==> src/hw/rtl/ctps_pkg.sv <==
// ----------------------------------------------------------------------------
// ctps_pkg
// Shared types and codes of the cone turning pass sequencer: commands, move
// kinds, pass phases, register indexes and the state and result records.
// ----------------------------------------------------------------------------
package ctps_pkg;

   localparam int unsigned DepthW = 20;
   localparam int unsigned PosW   = 24;
   localparam int unsigned FactW  = 25;
   localparam int unsigned FeedW  = 16;
   localparam int unsigned CsrAW  = 3;

   // register indexes
   localparam logic [CsrAW-1:0] REG_TOTAL_DEPTH  = 3'd0;
   localparam logic [CsrAW-1:0] REG_ROUGH_DEPTH  = 3'd1;
   localparam logic [CsrAW-1:0] REG_FINISH_DEPTH = 3'd2;
   localparam logic [CsrAW-1:0] REG_RETRACT_DIST = 3'd3;
   localparam logic [CsrAW-1:0] REG_X_PER_DEPTH  = 3'd4;
   localparam logic [CsrAW-1:0] REG_Z_PER_DEPTH  = 3'd5;
   localparam logic [CsrAW-1:0] REG_ROUGH_FEED   = 3'd6;
   localparam logic [CsrAW-1:0] REG_FINISH_FEED  = 3'd7;

   localparam logic signed [FactW-1:0] FACTOR_ONE = 25'sd65536;

   typedef enum logic [1:0] {
      CMD_START = 2'd0,
      CMD_DONE  = 2'd1,
      CMD_ERROR = 2'd2
   } cmd_type;

   typedef enum logic [2:0] {
      MOVE_SPINDLE  = 3'd0,
      MOVE_RAPID_X  = 3'd1,
      MOVE_FEED_XZ  = 3'd2,
      MOVE_RAPID_XZ = 3'd3,
      MOVE_DONE     = 3'd4
   } move_kind_type;

   typedef enum logic [4:0] {
      PH_IDLE    = 5'b00001,
      PH_PLUNGE  = 5'b00010,
      PH_CUT     = 5'b00100,
      PH_RETRACT = 5'b01000,
      PH_RETURN  = 5'b10000
   } phase_type;

   typedef struct packed {
      logic        [DepthW-1:0] total_depth;
      logic        [DepthW-1:0] rough_depth;
      logic        [DepthW-1:0] finish_depth;
      logic        [DepthW-1:0] retract_dist;
      logic signed [FactW-1:0]  x_per_depth;
      logic signed [FactW-1:0]  z_per_depth;
      logic        [FeedW-1:0]  rough_feed;
      logic        [FeedW-1:0]  finish_feed;
   } cfg_type;

   typedef struct packed {
      phase_type                phase;
      logic        [DepthW-1:0] cut_depth;
      logic signed [PosW-1:0]   origin_x;
      logic signed [PosW-1:0]   origin_z;
      logic signed [PosW-1:0]   z_target;
      logic        [FeedW-1:0]  active_feed;
   } state_type;

   typedef struct packed {
      move_kind_type            move_kind;
      logic signed [PosW-1:0]   target_x;
      logic signed [PosW-1:0]   target_z;
      logic        [FeedW-1:0]  feed_rate;
   } rsp_type;

endpackage

==> src/hw/rtl/ctps_step.sv <==
// ----------------------------------------------------------------------------
// ctps_step
// Next state and move of the pass sequencer for one request: pass depth
// choice, one shared depth multiplier with rounding, and target saturation.
// ----------------------------------------------------------------------------
module ctps_step (
   input  ctps_pkg::cmd_type                 cmd,
   input  logic signed [ctps_pkg::PosW-1:0]  start_x,
   input  logic signed [ctps_pkg::PosW-1:0]  start_z,
   input  ctps_pkg::cfg_type                 cfg,
   input  ctps_pkg::state_type               cur,
   output ctps_pkg::state_type               nxt,
   output logic                              has_rsp,
   output ctps_pkg::rsp_type                 rsp
);
   import ctps_pkg::*;

   localparam int unsigned OpW   = DepthW + 2;
   localparam int unsigned ProdW = OpW + FactW;
   localparam int unsigned RndW  = 32;
   localparam int unsigned SumW  = RndW + 1;

   function automatic logic signed [PosW-1:0] sat_pos(input logic signed [SumW-1:0] v);
      logic signed [SumW-1:0] lo;
      logic signed [SumW-1:0] hi;
      lo = -(SumW'(1) <<< (PosW - 1));
      hi = (SumW'(1) <<< (PosW - 1)) - SumW'(1);
      if (v < lo) begin
         sat_pos = lo[PosW-1:0];
      end else if (v > hi) begin
         sat_pos = hi[PosW-1:0];
      end else begin
         sat_pos = v[PosW-1:0];
      end
   endfunction

   logic signed [OpW-1:0]     diff;
   logic signed [OpW-1:0]     rough_plus_finish;
   logic signed [OpW-1:0]     finish_plus_one;
   logic                      take_rough;
   logic                      take_finish;
   logic        [DepthW-1:0]  new_cut;
   logic signed [OpW-1:0]     op_a;
   logic signed [FactW-1:0]   op_b;
   logic signed [ProdW-1:0]   prod;
   logic                      shift17;
   logic signed [ProdW:0]     prod_half;
   logic signed [ProdW:0]     prod_rnd;
   logic signed [RndW-1:0]    rnd;
   logic signed [SumW-1:0]    base;
   logic signed [SumW-1:0]    pos_sum;
   logic signed [PosW-1:0]    pos_sat;

   // pass depth choice
   always_comb begin
      diff              = $signed({2'b00, cfg.total_depth}) - $signed({2'b00, cur.cut_depth});
      rough_plus_finish = $signed({2'b00, cfg.rough_depth}) + $signed({2'b00, cfg.finish_depth});
      finish_plus_one   = $signed({2'b00, cfg.finish_depth}) + OpW'(1);
      take_rough        = diff >= rough_plus_finish;
      take_finish       = !take_rough && (diff <= finish_plus_one);
      priority if (take_rough) begin
         new_cut = cur.cut_depth + cfg.rough_depth;
      end else if (take_finish) begin
         new_cut = cfg.total_depth;
      end else begin
         new_cut = cfg.total_depth - cfg.finish_depth;
      end
   end

   // shared multiplier, rounding half up after the shift
   always_comb begin
      op_b    = cfg.x_per_depth;
      shift17 = 1'b0;
      unique case (cur.phase)
         PH_PLUNGE: begin
            op_a    = $signed({2'b00, new_cut});
            shift17 = 1'b1;
         end
         PH_CUT: begin
            op_a = $signed({2'b00, cur.cut_depth});
            op_b = cfg.z_per_depth;
         end
         PH_RETRACT: begin
            op_a = $signed({2'b00, cfg.retract_dist});
         end
         PH_RETURN: begin
            op_a    = $signed({2'b00, cur.cut_depth}) - $signed({2'b00, cfg.retract_dist});
            shift17 = 1'b1;
         end
         default: begin
            op_a = '0;
         end
      endcase
      prod      = ProdW'(op_a) * ProdW'(op_b);
      prod_half = shift17 ? ((ProdW+1)'(1) <<< 16) : ((ProdW+1)'(1) <<< 15);
      prod_rnd  = (shift17 ? (($signed({prod[ProdW-1], prod}) + prod_half) >>> 17)
                           : (($signed({prod[ProdW-1], prod}) + prod_half) >>> 16));
      rnd       = prod_rnd[RndW-1:0];
      base      = (cur.phase == PH_CUT) ? SumW'(cur.z_target) : SumW'(cur.origin_x);
      pos_sum   = (cur.phase == PH_RETRACT) ? (base - SumW'(rnd)) : (base + SumW'(rnd));
      pos_sat   = sat_pos(pos_sum);
   end

   always_comb begin
      nxt               = cur;
      has_rsp           = 1'b0;
      rsp.move_kind     = MOVE_SPINDLE;
      rsp.target_x      = cur.origin_x;
      rsp.target_z      = cur.z_target;
      rsp.feed_rate     = '0;
      unique case (cmd)
         CMD_ERROR: begin
            nxt.phase = PH_IDLE;
         end
         CMD_START: begin
            if (cur.phase == PH_IDLE) begin
               nxt.origin_x    = start_x;
               nxt.origin_z    = start_z;
               nxt.z_target    = start_z;
               nxt.cut_depth   = '0;
               nxt.active_feed = cfg.rough_feed;
               nxt.phase       = PH_PLUNGE;
               has_rsp         = 1'b1;
               rsp.move_kind   = MOVE_SPINDLE;
               rsp.target_x    = start_x;
               rsp.target_z    = start_z;
            end
         end
         CMD_DONE: begin
            unique case (cur.phase)
               PH_PLUNGE: begin
                  has_rsp = 1'b1;
                  if (diff == '0) begin
                     nxt.phase     = PH_IDLE;
                     rsp.move_kind = MOVE_DONE;
                     rsp.target_z  = cur.origin_z;
                  end else begin
                     nxt.cut_depth = new_cut;
                     if (take_finish) begin
                        nxt.active_feed = cfg.finish_feed;
                     end
                     nxt.phase     = PH_CUT;
                     rsp.move_kind = MOVE_RAPID_X;
                     rsp.target_x  = pos_sat;
                  end
               end
               PH_CUT: begin
                  has_rsp       = 1'b1;
                  nxt.z_target  = pos_sat;
                  nxt.phase     = PH_RETRACT;
                  rsp.move_kind = MOVE_FEED_XZ;
                  rsp.target_z  = pos_sat;
                  rsp.feed_rate = cur.active_feed;
               end
               PH_RETRACT: begin
                  has_rsp       = 1'b1;
                  nxt.phase     = PH_RETURN;
                  rsp.move_kind = MOVE_RAPID_X;
                  rsp.target_x  = pos_sat;
               end
               PH_RETURN: begin
                  has_rsp       = 1'b1;
                  nxt.z_target  = cur.origin_z;
                  nxt.phase     = PH_PLUNGE;
                  rsp.move_kind = MOVE_RAPID_XZ;
                  rsp.target_x  = pos_sat;
                  rsp.target_z  = cur.origin_z;
               end
               default: begin
                  nxt.phase = PH_IDLE;
               end
            endcase
         end
         default: begin
         end
      endcase
   end

endmodule

==> src/hw/rtl/cone_turning_pass_sequencer.sv <==
// ----------------------------------------------------------------------------
// cone_turning_pass_sequencer
// Multi-pass lathe cone cutting sequencer: spindle start, then plunge, cut,
// retract and return moves, one per move-done event, until the final depth.
//
//   channel  dir  handshake             payload
//   req_     in   req_tvalid/tready     tuser cmd, tdata start_x, start_z
//   rsp_     out  rsp_tvalid/tready     tuser move_kind, tdata targets, feed
//   csr_     in   csr_we                csr_addr index, csr_wdata value
//
// One request per cycle while the skid entry is empty; a move passes the
// request register, then the result register, after its request is taken.
// Reset is synchronous; it restores the register defaults and the idle phase.
// A two-entry result buffer absorbs rsp_tready stalls; req_tready drops only
// while its second entry is full.
// ----------------------------------------------------------------------------
module cone_turning_pass_sequencer (
   input  logic                                clock,
   input  logic                                reset,
   input  logic                                req_tvalid,
   output logic                                req_tready,
   input  logic [1:0]                          req_tuser,   // cmd
   input  logic [47:0]                         req_tdata,   // start_x, start_z
   output logic                                rsp_tvalid,
   input  logic                                rsp_tready,
   output logic [2:0]                          rsp_tuser,   // move_kind
   output logic [63:0]                         rsp_tdata,   // target_x, target_z, feed_rate
   input  logic                                csr_we,
   input  logic [ctps_pkg::CsrAW-1:0]          csr_addr,
   input  logic [ctps_pkg::FactW-1:0]          csr_wdata
);
   import ctps_pkg::*;

   cfg_type                  cfg_ff;
   state_type                state_ff;
   state_type                state_in;

   logic                     req_valid_ff;
   logic                     req_valid_in;
   cmd_type                  req_cmd_ff;
   logic signed [PosW-1:0]   req_x_ff;
   logic signed [PosW-1:0]   req_z_ff;

   logic                     rsp_valid_ff;
   logic                     rsp_valid_in;
   rsp_type                  rsp_ff;
   logic                     skid_valid_ff;
   logic                     skid_valid_in;
   rsp_type                  skid_ff;

   logic                     req_take;
   logic                     step_fire;
   logic                     rsp_pop;
   logic                     has_rsp;
   rsp_type                  step_rsp;

   assign step_fire  = req_valid_ff && !skid_valid_ff;
   assign req_tready = !req_valid_ff || step_fire;
   assign req_take   = req_tvalid && req_tready;
   assign rsp_pop    = rsp_valid_ff && rsp_tready;

   // configuration registers
   always_ff @(posedge clock) begin
      if (reset) begin
         cfg_ff.total_depth  <= '0;
         cfg_ff.rough_depth  <= '0;
         cfg_ff.finish_depth <= '0;
         cfg_ff.retract_dist <= '0;
         cfg_ff.x_per_depth  <= FACTOR_ONE;
         cfg_ff.z_per_depth  <= FACTOR_ONE;
         cfg_ff.rough_feed   <= '0;
         cfg_ff.finish_feed  <= '0;
      end else if (csr_we) begin
         unique case (csr_addr)
            REG_TOTAL_DEPTH:  cfg_ff.total_depth  <= csr_wdata[DepthW-1:0];
            REG_ROUGH_DEPTH:  cfg_ff.rough_depth  <= csr_wdata[DepthW-1:0];
            REG_FINISH_DEPTH: cfg_ff.finish_depth <= csr_wdata[DepthW-1:0];
            REG_RETRACT_DIST: cfg_ff.retract_dist <= csr_wdata[DepthW-1:0];
            REG_X_PER_DEPTH:  cfg_ff.x_per_depth  <= $signed(csr_wdata);
            REG_Z_PER_DEPTH:  cfg_ff.z_per_depth  <= $signed(csr_wdata);
            REG_ROUGH_FEED:   cfg_ff.rough_feed   <= csr_wdata[FeedW-1:0];
            REG_FINISH_FEED:  cfg_ff.finish_feed  <= csr_wdata[FeedW-1:0];
         endcase
      end
   end

   // request register
   always_comb begin
      priority if (req_take) begin
         req_valid_in = 1'b1;
      end else if (step_fire) begin
         req_valid_in = 1'b0;
      end else begin
         req_valid_in = req_valid_ff;
      end
   end

   always_ff @(posedge clock) begin
      if (reset) begin
         req_valid_ff <= 1'b0;
      end else begin
         req_valid_ff <= req_valid_in;
      end
   end

   always_ff @(posedge clock) begin
      if (req_take) begin
         req_cmd_ff <= cmd_type'(req_tuser);
         req_x_ff   <= $signed(req_tdata[PosW-1:0]);
         req_z_ff   <= $signed(req_tdata[2*PosW-1:PosW]);
      end
   end

   ctps_step u_step (
      .cmd     (req_cmd_ff),
      .start_x (req_x_ff),
      .start_z (req_z_ff),
      .cfg     (cfg_ff),
      .cur     (state_ff),
      .nxt     (state_in),
      .has_rsp (has_rsp),
      .rsp     (step_rsp)
   );

   // sequencer state
   always_ff @(posedge clock) begin
      if (reset) begin
         state_ff.phase       <= PH_IDLE;
         state_ff.cut_depth   <= '0;
         state_ff.origin_x    <= '0;
         state_ff.origin_z    <= '0;
         state_ff.z_target    <= '0;
         state_ff.active_feed <= '0;
      end else if (step_fire) begin
         state_ff <= state_in;
      end
   end

   // result register with skid entry
   always_comb begin
      rsp_valid_in  = rsp_valid_ff;
      skid_valid_in = skid_valid_ff;
      if (!rsp_valid_ff || rsp_pop) begin
         if (skid_valid_ff) begin
            rsp_valid_in  = 1'b1;
            skid_valid_in = 1'b0;
         end else begin
            rsp_valid_in = step_fire && has_rsp;
         end
      end else if (step_fire && has_rsp) begin
         skid_valid_in = 1'b1;
      end
   end

   always_ff @(posedge clock) begin
      if (reset) begin
         rsp_valid_ff  <= 1'b0;
         skid_valid_ff <= 1'b0;
      end else begin
         rsp_valid_ff  <= rsp_valid_in;
         skid_valid_ff <= skid_valid_in;
      end
   end

   always_ff @(posedge clock) begin
      if (!rsp_valid_ff || rsp_pop) begin
         if (skid_valid_ff) begin
            rsp_ff <= skid_ff;
         end else begin
            rsp_ff <= step_rsp;
         end
      end
      if (rsp_valid_ff && !rsp_pop && step_fire && has_rsp) begin
         skid_ff <= step_rsp;
      end
   end

   assign rsp_tvalid = rsp_valid_ff;
   assign rsp_tuser  = rsp_ff.move_kind;
   assign rsp_tdata  = {rsp_ff.feed_rate, rsp_ff.target_z, rsp_ff.target_x};

endmodule

==> config.mk <==
export PLATFORM = sky130hd
export DESIGN_NAME = cone_turning_pass_sequencer
export DESIGN_NICKNAME = d
export VERILOG_FILES = /design/src/hw/rtl/ctps_pkg.sv /design/src/hw/rtl/ctps_step.sv /design/src/hw/rtl/cone_turning_pass_sequencer.sv
export SDC_FILE = /design/constraint.sdc
export NUM_CORES = 2
export LEC_CHECK = 0
export BUFFER_PORTS_ARGS = -buffer_cell sky130_fd_sc_hd__buf_4
export CELL_PAD_IN_SITES_DETAIL_PLACEMENT = 0
export CELL_PAD_IN_SITES_GLOBAL_PLACEMENT = 1
export CORE_MARGIN = 3
export CORE_UTILIZATION = 53
export DETAILED_ROUTE_END_ITERATION = 10
export PLACE_DENSITY_LB_ADDON = 0.1
export SLEW_MARGIN = 0
export SYNTH_ARGS = -nofsm -noshare
export SYNTH_HDL_FRONTEND = slang
export SYNTH_SLANG_ARGS = --single-unit
export TNS_END_PERCENT = 100
==> constraint.sdc <==
create_clock -name clock -period 40.7 [get_ports clock]
set_clock_uncertainty 0.2 [all_clocks]
set_input_delay 2.035 -clock clock [delete_from_list [all_inputs] [get_ports clock]]
set_output_delay 2.035 -clock clock [all_outputs]
set_load 0.1 [all_outputs]
==> summary.md <==
| Metric | Value |
|---|---|
| Avg WL per Cell | 23.1 um |
| Total track usage | 0.338 |
| Most used cell, CP | inv_1 |
| CP max stage delay | 0.74 ns |
| Sum Neg Setup Slack | 0 ns |
| Syn_area_per_cell | 8.34 um^2 |
| Starting Density | 0.536 |
| Ys flop type | dfxtp_1 |
| RSZ-0062 raised after global routing | no |
| Max Cap Viol | 0 |
| Multi-input logic area | 34700 um^2 |
| Largest net degree at the start of global routing | 170 |
| I/O pin total | 152 |
| HP Start | cfg_ff[98] |
| Worst Path Max Fanout | 68 |
| Final GP Congestion | 0.932 |
| Final setup fails | 0 |
| Post-Syn Instances | 5922 |
| Flop-to-flop setup slack | 21.66 ns |
| DIE HEIGHT | 311 um |
| Final wirelength | 166 mm |
| P_int | 0.938 mW |
| # nets final | 6865 |
| Fillers | 8548 |
| Worst-path clk slew | 0.06 ns |
| Syn Nets | 6889 |
| R2R Path End | rsp_tdata[17] |
| Clk Latency, worst-skew pair | 0.63 ns |
| Via/cell ratio | 5.94 |
| Pwr Density | 27.2 nW/um^2 |
| Slowest CP cell | nand2_1 |
| Post-synth top area share | 0.233 |
| Reg2Reg Depth | 74 |
| Root Buffer | clkbuf_16 |
| Port Buffers | 151 |
| Leakage | 23.7 nW |
| Top cell family by delay on the critical path | compound AO/OA/AOI/OAI gates |
| Post-CTS sizing | 0 |
| Vias in the first global route | 42000 |
| Hold_ws | 0.253 ns |
| Period utilisation layout | 0.468 |
| Drt first-iter violations | 4714 |
| Initial DRT Pass Iterations | 9 |
| Worst Hold Depth | 2 |
| Flop pwr share | 0.348 |
| Logic pwr share | 0.293 |
| Post-synthesis cell area | 49400 um^2 |
| Commonest cells after routing, fill and taps aside | nand2_1, inv_1, fa_1, a21oi_1, nor2_1 |
| Final ANT Viol Nets | 0 |
| Hold buffer count at CTS | 0 |
| NetSw | 0.518 mW |
| Post-layout minimum cycle time | 19.04 ns |
| Initial antenna violation count | 3 |
| Number of synthesized register bits | 462 |
| Max clock buf depth | 3 |
| CP Data Arrival Time | 19.30 ns |
| Min-delay worst type | register to register |
| Crit start category | register |
| Fraction of registers with async set/reset | 0 |
| Crit path kind | register to register |
| Post-CTS Setup Inserts | 0 |
| Clock sinks | 462 |
| Cell variety after synth | 97 |
| Required time of the critical path | 40.96 ns |
| Final Util | 0.583 |
| Post-synth EDFFs | 184 |
| Max Fclk | 0.0525 GHz |
| Crit. End Element | register |
| Hold EP | cfg_ff[98] |
| Ranking of synthesized cells by area | fa_1, dfxtp_1, edfxtp_1 |
| Slew @ Worst Pin | 1.24 ns |
| Final total power | 1.46 mW |
| DRC | 0 |
| Cell Rows | 111 |
| Most common cell after layout, fill and taps aside | nand2_1 |
| Clk pwr share | 0.360 |
| Area Overhead vs Synth | 8.63% |
| Sequential cell area | 11100 um^2 |
| R2R Path Start | state_ff[89] |
| DP HPWL | 124 mm |
| Final hold vios | 0 |
| Status | finished clean |
| CP bufs+invs | 12 |
| Largest area contributor in the synthesized netlist | fa_1 |
| H-tree levels | 2 |
| CTS buffer count | 54 |
| CTS tree | yes |
| Synthesis Warnings | 0 |
| Worst VDD drop | 0.0350 mV |
| Via Count | 42700 |
| Sequential area share after synthesis | 0.225 |
| Total gr overflow | 0 |
| Final max-slew violation count | 0 |
| Die ar. | 96900 um^2 |
| Sw Share | 0.356 |
| Slew margin rel. | 0.169 |
| Core Box Area | 92100 um^2 |
| Global-route wire length before repair | 254 mm |
| Die Wd | 311 um |
| Layout cells sized above 1 | 0.0729 |
## flip-flops by register name (all words and copies together), names as in the netlist
signal         count
skid_valid_ff      1
req_valid_ff       1
rsp_tdata         64
req_cmd_ff         2
req_x_ff          24
rsp_tuser          3
state_ff         113
rsp_tvalid         1
cfg_ff           162
skid_ff           67
req_z_ff          24
## cell usage after synthesis, drive strengths merged, types with 35 or more instances
master / instances
a31oi: 95
edfxtp: 184
nand4: 37
a21o: 64
nand2: 1109
fa: 574
a22oi: 56
nand3: 108
and2: 43
o211ai: 71
nor2: 429
clkbuf: 290
dfxtp: 278
mux2i: 49
o21a: 45
inv: 701
xnor2: 118
and3: 44
o21ai: 204
nand2b: 35
xor2: 42
nor3: 114
a21oi: 478
ha: 310
## tightest hold or removal path, delay by kind of cell (launching register included)
family             cells  cell delay (ns)
DFF                    1             0.31
AOI/OAI and AO/OA      1             0.05
and+or+nand+nor        1             0.05
## power by group through the flow
stage                     Combinational (mW)  Clock (mW)  Sequential (mW)
after CTS                              0.421       0.531            0.506
after global routing                   0.456       0.548            0.507
final                                  0.427       0.524            0.506
after floorplan                        0.264           0            0.540
after global placement                 0.419           0            0.516
after detailed placement               0.419           0            0.516
## metal layers
| layer | track usage | share of wire | vias up |
|---|---|---|---|
| met1 | 0.454 | 0.41 | 20800 |
| li1 | - | - | 19700 |
| met5 | 0 | 0 | - |
| met4 | 0.127 | 0.044 | 0 |
| met2 | 0.543 | 0.45 | 1904 |
| met3 | 0.0662 | 0.092 | 313 |
## through the flow
stage | worst slack, ns | cell area, um^2 | instances
floorplan | 24.78 | 49400 | 5922
CTS | 21.73 | 53600 | 7185
global placement | 22.14 | 51700 | 7085
finish | 21.66 | 53600 | 7186
global route | 20.09 | 53600 | 7185
detailed placement | 21.87 | 51700 | 7085
## final cells by class
type | instances | area share
inverter | 702 | 0.0491
tap | 1243 | 0.0290
antenna | 1 | 0.0000466
clock inverter | 34 | 0.00828
clock buffer | 66 | 0.0274
multi-input combinational | 4442 | 0.646
timing repair buffer | 236 | 0.0334
sequential | 462 | 0.207
## kinds of logic (layout without fill, tap and decap cells)
logic type	count (synthesis)	after routing	synth area share
other	0	1	0
buffers and inverters	1018	1038	0.0785
AOI/OAI and AO/OA	1291	1291	0.166
adders and majority gates	885	885	0.311
and+or+nand+nor	2035	2035	0.176
muxes	70	70	0.0149
xor gates and xnor gates	161	161	0.0288
DFF	462	462	0.225
## how the worst max path moves through the flow
stage                            start       endpoint  slack, ns  cells past startpoint
after floorplan            cfg_ff[142]  rsp_tdata[47]      24.78                     79
after global placement    state_ff[89]   rsp_tdata[9]      22.14                     71
after detailed placement  state_ff[89]  rsp_tdata[17]      21.87                     71
after CTS                 state_ff[89]  rsp_tdata[15]      21.73                     71
after global routing      state_ff[89]  rsp_tdata[39]      20.09                     74
final                     state_ff[89]  rsp_tdata[17]      21.66                     74
Power figures use the tool's default switching activity.
